==> config.mk <==
export PLATFORM = sky130hd
export DESIGN_NAME = ppc_constant_value_tracker
export DESIGN_NICKNAME = d
export VERILOG_FILES = /design/src/hdl/ppc_cvt_pkg.sv /design/src/hdl/ppc_cvt_ram.sv /design/src/hdl/ppc_cvt_fold.sv /design/src/hdl/ppc_constant_value_tracker.sv
export SDC_FILE = /design/constraint.sdc
export NUM_CORES = 2
export LEC_CHECK = 0
export BUFFER_PORTS_ARGS = -buffer_cell sky130_fd_sc_hd__buf_4
export CAP_MARGIN = 25
export CORE_MARGIN = 2
export CORE_UTILIZATION = 55
export CTS_BUF_LIST = sky130_fd_sc_hd__clkbuf_4 sky130_fd_sc_hd__clkbuf_8
export DETAILED_ROUTE_END_ITERATION = 8
export PLACE_DENSITY = 0.71
export SLEW_MARGIN = 10
export SYNTH_ARGS = -nofsm -noshare
export SYNTH_HDL_FRONTEND = slang
export SYNTH_HIERARCHICAL = 1
export SYNTH_SLANG_ARGS = --single-unit
==> constraint.sdc <==
create_clock -name aclk -period 6.2 [get_ports aclk]
set_input_delay 0.62 -clock aclk [delete_from_list [all_inputs] [get_ports aclk]]
set_output_delay 0.62 -clock aclk [all_outputs]
set_load 0.02 [all_outputs]
==> src/hdl/ppc_cvt_pkg.sv <==
// Shared types, opcode and extended-opcode codes for the constant-value tracker.
// No dependencies; the fold logic, the top level and the testbench refer to this package.
package ppc_cvt_pkg;

    localparam int unsigned NUM_GPRS   = 32;
    localparam int unsigned GPR_W      = 32;
    localparam int unsigned GPR_IDX_W  = 5;
    localparam int unsigned S_TDATA_W  = 64;
    localparam int unsigned S_TUSER_W  = 3;
    localparam int unsigned M_TDATA_W  = 48;

    localparam logic [GPR_W-1:0] ALL_ONES = 32'hFFFF_FFFF;

    localparam logic [5:0] OP_ADDI  = 6'd14;
    localparam logic [5:0] OP_ADDIS = 6'd15;
    localparam logic [5:0] OP_ORI   = 6'd24;
    localparam logic [5:0] OP_ORIS  = 6'd25;
    localparam logic [5:0] OP_XORI  = 6'd26;
    localparam logic [5:0] OP_XORIS = 6'd27;
    localparam logic [5:0] OP_ANDI  = 6'd28;
    localparam logic [5:0] OP_ANDIS = 6'd29;
    localparam logic [5:0] OP_EXT   = 6'd31;

    localparam logic [9:0] XO_ADDC  = 10'd10;
    localparam logic [9:0] XO_ADD   = 10'd266;
    localparam logic [9:0] XO_ADDCO = 10'd522;
    localparam logic [9:0] XO_ADDO  = 10'd778;
    localparam logic [9:0] XO_AND   = 10'd28;
    localparam logic [9:0] XO_ANDC  = 10'd60;
    localparam logic [9:0] XO_NOR   = 10'd124;
    localparam logic [9:0] XO_EQV   = 10'd284;
    localparam logic [9:0] XO_XOR   = 10'd316;
    localparam logic [9:0] XO_ORC   = 10'd412;
    localparam logic [9:0] XO_OR    = 10'd444;
    localparam logic [9:0] XO_NAND  = 10'd476;

    typedef struct packed {
        logic                 done;
        logic                 wr;
        logic [GPR_IDX_W-1:0] rd;
        logic [GPR_W-1:0]     val;
        logic                 rc;
        logic                 cav;
        logic                 ca;
        logic                 ovv;
        logic                 ov;
    } fold_t;

endpackage

==> src/hdl/ppc_cvt_ram.sv <==
// Generic register-file memory: one write port, two read ports with registered read data.
// No dependencies.
module ppc_cvt_ram #(
    parameter int unsigned WIDTH = 32,
    parameter int unsigned DEPTH = 32
) (
    input  logic                     aclk,
    input  logic                     wr_en,
    input  logic [$clog2(DEPTH)-1:0] wr_addr,
    input  logic [WIDTH-1:0]         wr_data,
    input  logic                     rd_en,
    input  logic [$clog2(DEPTH)-1:0] rd_addr_a,
    input  logic [$clog2(DEPTH)-1:0] rd_addr_b,
    output logic [WIDTH-1:0]         rd_data_a,
    output logic [WIDTH-1:0]         rd_data_b
);

    logic [WIDTH-1:0] mem_reg [DEPTH];
    logic [WIDTH-1:0] rd_a_reg;
    logic [WIDTH-1:0] rd_b_reg;

    always_ff @(posedge aclk) begin
        if (wr_en) begin
            mem_reg[wr_addr] <= wr_data;
        end
        if (rd_en) begin
            rd_a_reg <= mem_reg[rd_addr_a];
            rd_b_reg <= mem_reg[rd_addr_b];
        end
    end

    assign rd_data_a = rd_a_reg;
    assign rd_data_b = rd_b_reg;

endmodule

==> src/hdl/ppc_cvt_fold.sv <==
// Combinational folding of one instruction against the known register values.
// Depends on ppc_cvt_pkg for the opcode codes and the fold_t result type.
module ppc_cvt_fold (
    input  logic [31:0]                     instr_word,
    input  logic                            d_form_flag,
    input  logic                            sets_carry_flag,
    input  logic                            sets_overflow_flag,
    input  logic [ppc_cvt_pkg::NUM_GPRS-1:0] known_mask,
    input  logic [ppc_cvt_pkg::GPR_W-1:0]    val_a,
    input  logic [ppc_cvt_pkg::GPR_W-1:0]    val_b,
    output ppc_cvt_pkg::fold_t              result
);

    logic [5:0]  op;
    logic [4:0]  rs;
    logic [4:0]  ra;
    logic [4:0]  rb;
    logic [15:0] imm;
    logic [9:0]  sub;
    logic        rc;
    logic [31:0] k_add;
    logic [31:0] k_log;
    logic [32:0] sum;
    logic        is_and;
    ppc_cvt_pkg::fold_t res;

    function automatic ppc_cvt_pkg::fold_t write_res(input logic [4:0] rd,
                                                     input logic [31:0] val,
                                                     input logic rcb);
        ppc_cvt_pkg::fold_t f;
        f      = '0;
        f.done = 1'b1;
        f.wr   = 1'b1;
        f.rd   = rd;
        f.val  = val;
        f.rc   = rcb;
        return f;
    endfunction

    function automatic ppc_cvt_pkg::fold_t one_known(input logic [9:0] xo,
                                                     input logic [4:0] rd,
                                                     input logic rcb,
                                                     input logic [31:0] v,
                                                     input logic is_b);
        ppc_cvt_pkg::fold_t f;
        logic [31:0] vi;
        f  = '0;
        vi = is_b ? ~v : v;
        case (xo)
            ppc_cvt_pkg::XO_ANDC: if (vi == '0) f = write_res(rd, '0, rcb);
            ppc_cvt_pkg::XO_AND:  if (v == '0) f = write_res(rd, '0, rcb);
            ppc_cvt_pkg::XO_NOR: begin
                if (v == ppc_cvt_pkg::ALL_ONES) f = write_res(rd, '0, rcb);
            end
            ppc_cvt_pkg::XO_ORC: begin
                if (vi == ppc_cvt_pkg::ALL_ONES) begin
                    f = write_res(rd, ppc_cvt_pkg::ALL_ONES, rcb);
                end
            end
            ppc_cvt_pkg::XO_OR: begin
                if (v == ppc_cvt_pkg::ALL_ONES) begin
                    f = write_res(rd, ppc_cvt_pkg::ALL_ONES, rcb);
                end
            end
            ppc_cvt_pkg::XO_NAND: begin
                if (v == '0) f = write_res(rd, ppc_cvt_pkg::ALL_ONES, rcb);
            end
            default: f = '0;
        endcase
        return f;
    endfunction

    function automatic ppc_cvt_pkg::fold_t same_regs(input logic [9:0] xo,
                                                     input logic [4:0] rd,
                                                     input logic rcb);
        ppc_cvt_pkg::fold_t f;
        f = '0;
        case (xo) inside
            ppc_cvt_pkg::XO_ANDC, ppc_cvt_pkg::XO_XOR: f = write_res(rd, '0, rcb);
            ppc_cvt_pkg::XO_EQV, ppc_cvt_pkg::XO_ORC: begin
                f = write_res(rd, ppc_cvt_pkg::ALL_ONES, rcb);
            end
            default: f = '0;
        endcase
        return f;
    endfunction

    assign op     = instr_word[31:26];
    assign rs     = instr_word[25:21];
    assign ra     = instr_word[20:16];
    assign rb     = instr_word[15:11];
    assign imm    = instr_word[15:0];
    assign sub    = instr_word[10:1];
    assign rc     = instr_word[0];
    assign k_add  = op[0] ? {imm, 16'h0000} : {{16{imm[15]}}, imm};
    assign k_log  = op[0] ? {imm, 16'h0000} : {16'h0000, imm};
    assign sum    = {1'b0, val_a} + {1'b0, val_b};
    assign is_and = (op == ppc_cvt_pkg::OP_ANDI) || (op == ppc_cvt_pkg::OP_ANDIS);

    always_comb begin
        res = '0;
        case (op) inside
            ppc_cvt_pkg::OP_ADDI, ppc_cvt_pkg::OP_ADDIS: begin
                if (ra == '0) begin
                    res = write_res(rs, k_add, 1'b0);
                end else if (known_mask[ra]) begin
                    res = write_res(rs, val_a + k_add, 1'b0);
                end
            end
            ppc_cvt_pkg::OP_ORI, ppc_cvt_pkg::OP_ORIS, ppc_cvt_pkg::OP_XORI,
            ppc_cvt_pkg::OP_XORIS, ppc_cvt_pkg::OP_ANDI, ppc_cvt_pkg::OP_ANDIS: begin
                if (imm == '0 && !is_and && ra == rs) begin
                    res.done = 1'b1;
                end else if (known_mask[rs]) begin
                    if (op == ppc_cvt_pkg::OP_ORI || op == ppc_cvt_pkg::OP_ORIS) begin
                        res = write_res(ra, val_a | k_log, 1'b0);
                    end else if (op == ppc_cvt_pkg::OP_XORI || op == ppc_cvt_pkg::OP_XORIS) begin
                        res = write_res(ra, val_a ^ k_log, 1'b0);
                    end else begin
                        res = write_res(ra, val_a & k_log, 1'b1);
                    end
                end
            end
            ppc_cvt_pkg::OP_EXT: begin
                if (d_form_flag) begin
                    if (known_mask[ra] && known_mask[rb] &&
                        (sub == ppc_cvt_pkg::XO_ADDC || sub == ppc_cvt_pkg::XO_ADDCO ||
                         sub == ppc_cvt_pkg::XO_ADD || sub == ppc_cvt_pkg::XO_ADDO)) begin
                        res = write_res(rs, sum[31:0], rc);
                        if (sets_carry_flag) begin
                            res.cav = 1'b1;
                            res.ca  = sum[32];
                        end
                        if (sets_overflow_flag) begin
                            res.ovv = 1'b1;
                            res.ov  = ~(val_a[31] ^ val_b[31]) & (val_a[31] ^ sum[31]);
                        end
                    end
                end else if (known_mask[rs] && known_mask[rb]) begin
                    case (sub)
                        ppc_cvt_pkg::XO_AND:  res = write_res(ra, val_a & val_b, rc);
                        ppc_cvt_pkg::XO_ANDC: res = write_res(ra, val_a & ~val_b, rc);
                        ppc_cvt_pkg::XO_NOR:  res = write_res(ra, ~(val_a | val_b), rc);
                        ppc_cvt_pkg::XO_EQV:  res = write_res(ra, ~(val_a ^ val_b), rc);
                        ppc_cvt_pkg::XO_XOR:  res = write_res(ra, val_a ^ val_b, rc);
                        ppc_cvt_pkg::XO_ORC:  res = write_res(ra, val_a | ~val_b, rc);
                        ppc_cvt_pkg::XO_OR:   res = write_res(ra, val_a | val_b, rc);
                        ppc_cvt_pkg::XO_NAND: res = write_res(ra, ~(val_a & val_b), rc);
                        default:              res = '0;
                    endcase
                end else if (known_mask[rs]) begin
                    res = one_known(sub, ra, rc, val_a, 1'b0);
                end else if (known_mask[rb]) begin
                    res = one_known(sub, ra, rc, val_b, 1'b1);
                end else if (rs == rb) begin
                    res = same_regs(sub, ra, rc);
                end
            end
            default: res = '0;
        endcase
    end

    assign result = res;

endmodule

==> src/hdl/ppc_constant_value_tracker.sv <==
// Top level of the constant-value tracker: input register, register-file memory,
// known mask, fold logic and result register. Depends on ppc_cvt_pkg, ppc_cvt_ram, ppc_cvt_fold.
//
//  Channel | Ports                               | Contents
//  --------+-------------------------------------+-------------------------------------------
//  input   | s_tvalid s_tready s_tdata s_tuser   | one instruction request and its flags
//  result  | m_tvalid m_tready m_tdata           | one fold result per instruction
//
// Each request waits in the input register, where the register values read
// from the memory arrive, and is folded into the result register once that register is free.
// A request can be taken every cycle while results are taken; m_tvalid rises once it is folded.
// A value written by one request is forwarded to the request accepted at the same edge.
// After reset all registers are unknown; the register values need no clearing.
// When the result is not taken, the input register holds and s_tready falls once it is full.
module ppc_constant_value_tracker (
    input  logic                               aclk,
    input  logic                               aresetn,
    input  logic                               s_tvalid,
    output logic                               s_tready,
    // [31:0] instr_word, [63:32] gprs_out_mask
    input  logic [ppc_cvt_pkg::S_TDATA_W-1:0]  s_tdata,
    // [0] d_form_flag, [1] sets_carry_flag, [2] sets_overflow_flag
    input  logic [ppc_cvt_pkg::S_TUSER_W-1:0]  s_tuser,
    output logic                               m_tvalid,
    input  logic                               m_tready,
    // [0] fully_executed, [1] writes_reg, [6:2] dest_reg, [38:7] dest_value,
    // [39] compute_rc, [40] carry_valid, [41] carry_out, [42] overflow_valid,
    // [43] overflow_out, [47:44] zero
    output logic [ppc_cvt_pkg::M_TDATA_W-1:0]  m_tdata
);

    logic                                in_valid_reg;
    logic                                in_valid_next;
    logic [31:0]                         instr_reg;
    logic [31:0]                         gout_reg;
    logic [ppc_cvt_pkg::S_TUSER_W-1:0]   flags_reg;
    logic                                hit_a_reg;
    logic                                hit_b_reg;
    logic [ppc_cvt_pkg::GPR_W-1:0]       fwd_reg;
    logic [ppc_cvt_pkg::NUM_GPRS-1:0]    known_reg;
    logic [ppc_cvt_pkg::NUM_GPRS-1:0]    known_next;
    logic                                out_valid_reg;
    logic                                out_valid_next;
    ppc_cvt_pkg::fold_t                  out_reg;

    logic                                accept;
    logic                                advance;
    logic [5:0]                          s_op;
    logic [ppc_cvt_pkg::GPR_IDX_W-1:0]   rd_addr_a;
    logic [ppc_cvt_pkg::GPR_IDX_W-1:0]   rd_addr_b;
    logic [ppc_cvt_pkg::GPR_W-1:0]       ram_a;
    logic [ppc_cvt_pkg::GPR_W-1:0]       ram_b;
    logic [ppc_cvt_pkg::GPR_W-1:0]       val_a;
    logic [ppc_cvt_pkg::GPR_W-1:0]       val_b;
    logic                                wr_en;
    ppc_cvt_pkg::fold_t                  fold;

    assign advance  = in_valid_reg && (!out_valid_reg || m_tready);
    assign s_tready = !in_valid_reg || !out_valid_reg || m_tready;
    assign accept   = s_tvalid && s_tready;

    // The add forms read RA and RB, all others read RS and RB.
    assign s_op      = s_tdata[31:26];
    assign rd_addr_a = (s_op == ppc_cvt_pkg::OP_ADDI || s_op == ppc_cvt_pkg::OP_ADDIS ||
                        (s_op == ppc_cvt_pkg::OP_EXT && s_tuser[0])) ?
                       s_tdata[20:16] : s_tdata[25:21];
    assign rd_addr_b = s_tdata[15:11];

    assign wr_en = advance && fold.wr;

    ppc_cvt_ram #(
        .WIDTH (ppc_cvt_pkg::GPR_W),
        .DEPTH (ppc_cvt_pkg::NUM_GPRS)
    ) u_regs (
        .aclk      (aclk),
        .wr_en     (wr_en),
        .wr_addr   (fold.rd),
        .wr_data   (fold.val),
        .rd_en     (accept),
        .rd_addr_a (rd_addr_a),
        .rd_addr_b (rd_addr_b),
        .rd_data_a (ram_a),
        .rd_data_b (ram_b)
    );

    assign val_a = hit_a_reg ? fwd_reg : ram_a;
    assign val_b = hit_b_reg ? fwd_reg : ram_b;

    ppc_cvt_fold u_fold (
        .instr_word         (instr_reg),
        .d_form_flag        (flags_reg[0]),
        .sets_carry_flag    (flags_reg[1]),
        .sets_overflow_flag (flags_reg[2]),
        .known_mask         (known_reg),
        .val_a              (val_a),
        .val_b              (val_b),
        .result             (fold)
    );

    always_comb begin
        in_valid_next  = accept ? 1'b1 : (advance ? 1'b0 : in_valid_reg);
        out_valid_next = advance ? 1'b1 : (m_tready ? 1'b0 : out_valid_reg);
        known_next     = known_reg;
        if (advance) begin
            if (!fold.done) begin
                known_next = known_next & ~gout_reg;
            end
            if (fold.wr) begin
                known_next[fold.rd] = 1'b1;
            end
        end
    end

    always_ff @(posedge aclk) begin
        if (!aresetn) begin
            in_valid_reg  <= 1'b0;
            out_valid_reg <= 1'b0;
            known_reg     <= '0;
        end else begin
            in_valid_reg  <= in_valid_next;
            out_valid_reg <= out_valid_next;
            known_reg     <= known_next;
        end
    end

    always_ff @(posedge aclk) begin
        if (accept) begin
            instr_reg <= s_tdata[31:0];
            gout_reg  <= s_tdata[63:32];
            flags_reg <= s_tuser;
            hit_a_reg <= wr_en && (fold.rd == rd_addr_a);
            hit_b_reg <= wr_en && (fold.rd == rd_addr_b);
            fwd_reg   <= fold.val;
        end
        if (advance) begin
            out_reg <= fold;
        end
    end

    assign m_tvalid = out_valid_reg;
    assign m_tdata  = {4'b0000, out_reg.ov, out_reg.ovv, out_reg.ca, out_reg.cav, out_reg.rc,
                       out_reg.val, out_reg.rd, out_reg.wr, out_reg.done};

endmodule

* Yosys cells after proc, flatten, opt, wreduce, memory -nomap -nowiden *
Memories as Yosys holds them, arrays and structs flattened. A register that Yosys moved wholly into a read port is not among the register bits.
Index checks and enable logic that the tools add are counted.

word-level totals
  register bits after elaboration = 179
  RAM bits = 1,024
  input bits = 71
  output and inout port bits = 50
  word-level logic and storage cells = 170
  memories kept = 1

operators by class
  $add $sub $neg = 2
  magnitude comparators = 5
  equality and inequality tests = 31
  mux-type cells = 55
  bitwise operators = 19
  reduce and logical (&&, ||, !) cells = 39

memory list
  memory          words  width  read ports  clocked after memory_dff  wr ports  RTL line           source
  u_regs.mem_reg  32     32     2           2                         1         ppc_cvt_ram.sv:18  logic [WIDTH-1:0] mem_reg [DEPTH];

operator list
  operator              number
  $mux 44               24
  $pmux 44 s8           1
  $pmux 44 s6           1
  $mux 32               6
  $pmux 44 s4           1
  $not 32->32           5
  $and 32x32->32        4
  $or 32x32->32         4
  $eq 32x32->1 const B  3
  $logic_not 32->1      3
  $mux 37               2
  $xor 32x32->32        2
  $eq 10x9->1 const B   6
  $eq 6x5->1 const B    8
  $mux 43               1
  $add 32x32->33        1
  $add 32x32->32        1
  $mux 31               1
  $eq 6x4->1 const B    4
  $lt 5x6->1 const B    4
  $eq 10x10->1 const B  2
  $eq 5x5->1            4
  $logic_not 16->1      1
  $bmux 1 s5            3
  other kinds (19)      59

* Longest topological paths before layout *
  depth in word-level cells = 18
  mapped depth = 17
  mapped depth without buffers = 14

* Hierarchy *
Netlist, hierarchy kept.

modules (own cells, without submodules)
  module                      times used  cells an instance  area each (um^2)  sequential area each (um^2)
  ppc_cvt_ram                 1           3,450              50,682.4          32,671.3
  ppc_cvt_fold                1           1,600              10,876.7          0.0
  ppc_constant_value_tracker  1           421                6,895.4           5,034.8

* Worst setup path before layout *
No wires, ideal clock.

  path kind = register -> register
  from = register hit_a_reg
  to = memory u_regs.mem_reg[28][0] (enable)
  arrival = 5.053 ns
  data required time = 5.779 ns
  slack = 0.725 ns
  cell stages (with the launch flop) = 17
  path buffers = 3
  clock period less this slack = 5.475 ns
  path through = edfxtp_1 clkbuf_1 buf_2 mux2_2 nor4_1 nand2_1 or4_1 o22ai_1 a31oi_1 mux2i_1 nand2b_1 a21oi_1 or3_1 and2_1 or3b_2 clkbuf_1 nor2_1

RTL lines
  what                      RTL line                           source
  start: declaration        ppc_constant_value_tracker.sv:37   logic hit_a_reg;
  start signal: assignment  ppc_constant_value_tracker.sv:131  hit_a_reg <= wr_en && (fold.rd == rd_addr_a);
  end: declaration          ppc_cvt_ram.sv:18

==> flow_metrics.tcl <==
set metrics [dict create \
    run_status "completed" \
    floorplan.io_pins 121 \
    layout-area-overhead-vs-synth_pct 12.7 \
    routed.top_layer "met5" \
    p_sw_frac 0.269 \
    p_int_uw 14400 \
    die-height_um 357 \
    placement_row_count 129 \
    clock_share_of_power 0.386 \
    cpMaxStageDelayCell "sky130_fd_sc_hd__or4_1" \
    path_cells "buf_12 -> mux2_2 -> nor4_1 -> nand2_1 -> or4_1 -> o22ai_1 -> a31oi_1 -> mux2i_1 -> nand2b_1 -> a21oi_1 -> or3_1 -> and2_1 -> buf_4 -> nand3b_1 -> buf_4 -> nor2_4 -> buf_12" \
    net-switching-power_uw 5290 \
    worstSetupEndpointType "register" \
    crit_type "reg2reg" \
    synth_enable_flop_cells 1233 \
    slew_violations 0 \
    synthesis.instances 5471 \
    synth_async_sr_flop_share 0 \
    synth.distinct_cells 87 \
    layout_worst_path_cycle_share 0.954 \
    detailroute.via_count 50300 \
    reg_clk_slew_reported_paths_ns 0.06 \
    timing.critical_path.to "u_regs/mem_reg[1][26]" \
    ys_dominant_reg_cell "sky130_fd_sc_hd__edfxtp_1" \
    combinationalPowerShare 0.132 \
    cp_data_arrival_time_ns 6.57 \
    r2r.worst_path.cells 17 \
    crit_path_max_fanout 32 \
    max_slew_margin 0.243 \
    power_uw 19700 \
    setup_violating_endpoint_count_in_the_final_report 0 \
    fillerInstances 9603 \
    cp.required_ns 6.86 \
    grt_overflow 0 \
    vdd_ir_drop_max_uv 233 \
    antenna_found_initial 14 \
    fraction_of_final_layout_cells_with_drive_strength_greater_than_1 0.145 \
    dpl.cell_count 7068 \
    final.setup.tns_ns 0 \
    drtPass1Iterations 6 \
    grt_first_pass_wirelength_um 321000 \
    timing_hold_violations_final 0 \
    die_width_um 357 \
    htreeDepth 4 \
    mappedNetlistArea_um2 68500 \
    detailed_place_hpwl_um 145000 \
    largest_reg_flops 1024 \
    weighted_congestion_at_the_end_of_routability_driven_global_placement 1.01 \
    max_slew.worst_pin.slew_ns 1.13 \
    final_instance_area_um2 77100 \
    synthesis.yosys.warnings 6 \
    tritoncts_clock_tree "built" \
    power_per_cell_area_nw_per_um2 255 \
    drv.max_cap_violation_count 0 \
    timing.fmax_ghz 0.169 \
    final_cell_count_no_fill 7531 \
    gr-usage-all-layers 0.342 \
    final_stage_net_count 5991 \
    wl_met3_um 23500 \
    core_region_area_um2 124000 \
    timing.rr.start "hit_a_reg" \
    synth.yosys.seq_area_share 0.551 \
    vias_per_cell 6.68 \
    reg2reg_setup_slack_ns 0.28 \
    power.static_leakage_uw 0.0306 \
    ctsRootBufferMaster "sky130_fd_sc_hd__clkbuf_8" \
    finalCriticalPeriod_ns 5.92 \
    min_path_type "in2reg" \
    first_iter_violations 6314 \
    crit_path_start_kind "register" \
    detail_route.wirelength.met1_um 87000 \
    mean_cell_area_of_the_mapped_netlist_um2 12.5 \
    p_seq_frac 0.482 \
    postRouteWirelength_um 222000 \
    worstSkewPairLatency_ns 1.00 \
    ys_ff_latch 1267 \
    remaining_antenna_violation_count_after_routing 0 \
    placed_cell_area_um2 72100 \
    port-buffer-count 116 \
    average_routed_wire_per_standard_cell_um 29.5 \
    r2r-end "u_regs/mem_reg[1][26]" \
    die_area_um2 127000 \
    worst_path_largest_cell_delay_ns 0.62 \
    grt_setup_unrepaired "no" \
    hold_ws_ns 0.0917 \
    clkSinkCount 1267 \
    drc 0 \
    worst_clock_skew_ns 0.0762 \
    cts_max_path_buffers 3 \
    via_count_of_the_first_global_routing_pass 48600 \
    number_of_clock_buffers_inserted_by_tritoncts 207 \
    floorplan.initialDensity 0.554 \
    route.met2.wl_um 101000 \
    grt_max_degree 166 \
    cp-startpoint "hit_a_reg" \
]
layer usage:
layer | track usage | vias up
met1 | 0.462 | 25000
met3 | 0.0741 | 627
met5 | 0 | -
met2 | 0.535 | 3052
li1 | - | 21600
met4 | 0.152 | 6
placed cells by master, fill, tap and decap left out, types with 123 or more instances in the layout:
cell / count
sky130_fd_sc_hd__a22o_1: 134
sky130_fd_sc_hd__ha_1: 207
sky130_fd_sc_hd__a22oi_1: 244
sky130_fd_sc_hd__clkbuf_8: 207
sky130_fd_sc_hd__a21oi_1: 314
sky130_fd_sc_hd__mux2i_1: 1068
sky130_fd_sc_hd__edfxtp_1: 1233
sky130_fd_sc_hd__nor2_1: 123
sky130_fd_sc_hd__nand3_1: 236
sky130_fd_sc_hd__nand2_1: 408
sky130_fd_sc_hd__buf_4: 282
layout make-up:
cell class | instances | area (µm²) | share of cell area
Clock inverter | 114 | 981 | 0.0127
Clock buffer | 267 | 3300 | 0.0428
Sequential cell | 1267 | 37700 | 0.489
Tap cell | 1637 | 2050 | 0.0266
Antenna cell | 11 | 27.5 | 0.000357
Timing Repair Buffer | 409 | 3960 | 0.0514
Multi-Input combinational cell | 3703 | 28600 | 0.371
Inverter | 123 | 462 | 0.00599
stage by stage:
stage	utilization	setup slack, ns
floorplan	-	0.725
global placement	0.583	0.557
detailed placement	0.583	0.543
CTS	0.623	0.479
global route	0.624	0.228
finish	0.624	0.284
worst min-delay path by stage:
stage,start,slack [ns],to,cells after the start
2_1_floorplan,known_reg[26],0.46,known_reg[26],2
3_3_place_gp,known_reg[27],0.49,known_reg[27],2
6_report,aresetn,0.09,known_reg[26],2
3_5_place_dp,known_reg[27],0.49,known_reg[27],2
4_1_cts,aresetn,0.004,known_reg[25],2
5_1_grt,aresetn,0.06,known_reg[27],2
logic make-up (layout without fill, tap and decap cells):
kind of cell	count (synthesis)	count (layout)	share of synthesized area
DFF	1267	1267	0.551
other	1	15	0.0000548
adders and majority gates	209	209	0.0384
muxes	1168	1168	0.175
AOI/OAI and AO/OA	1124	1124	0.110
and+or+nand+nor	1125	1125	0.0789
buffers and inverters	504	913	0.0375
xor gates and xnor gates	73	73	0.00934
power by group through the flow:
| stage | Sequential [µW] | Clock (µW) | Combinational [µW] |
|---|---|---|---|
| floorplan | 9630 | 0 | 1660 |
| global placement | 9650 | 0 | 2450 |
| detailed placement | 9650 | 0 | 2460 |
| CTS | 9480 | 7680 | 2510 |
| global route | 9480 | 8060 | 2710 |
| finish | 9480 | 7580 | 2590 |
critical path, delay by kind of cell, from the launching register on:
family	cells	cell delay [ns]
multiplexers	2	0.87
flip-flops	1	0.37
buffers and inverters	4	0.95
AO/OA/AOI/OAI	3	0.55
AND/OR/NAND/NOR	8	2.77
what timing repair did:
action / 4_1_cts / 5_1_grt
setup endpoints to repair: 0 / 0
buffers inserted: 0 / 0
hold buffers: 69 / 0
gates resized for setup: 0 / 0
hold endpoints to repair: 68 / 0
synth_stat cells (all sizes together) (32+ instances only):
cell	instances	area [µm²]
mux2	86	968
a22oi	244	1830
nand3	237	1190
nor2	158	593
dfxtp	34	681
inv	123	462
nor3	86	452
mux2i	1068	10700
nand2b	39	251
a21oi	317	1600
xnor2	39	342
edfxtp	1233	37000
o21ai	129	649
clkbuf	167	642
o22ai	33	213
ha	207	2590
a31oi	75	469
buf	214	1470
nand4	32	245
nor4	32	200
a22o	134	1170
nor2b	41	264
xor2	34	298
nand2	410	1540
No activity file was read; power rests on OpenSTA's default activity.
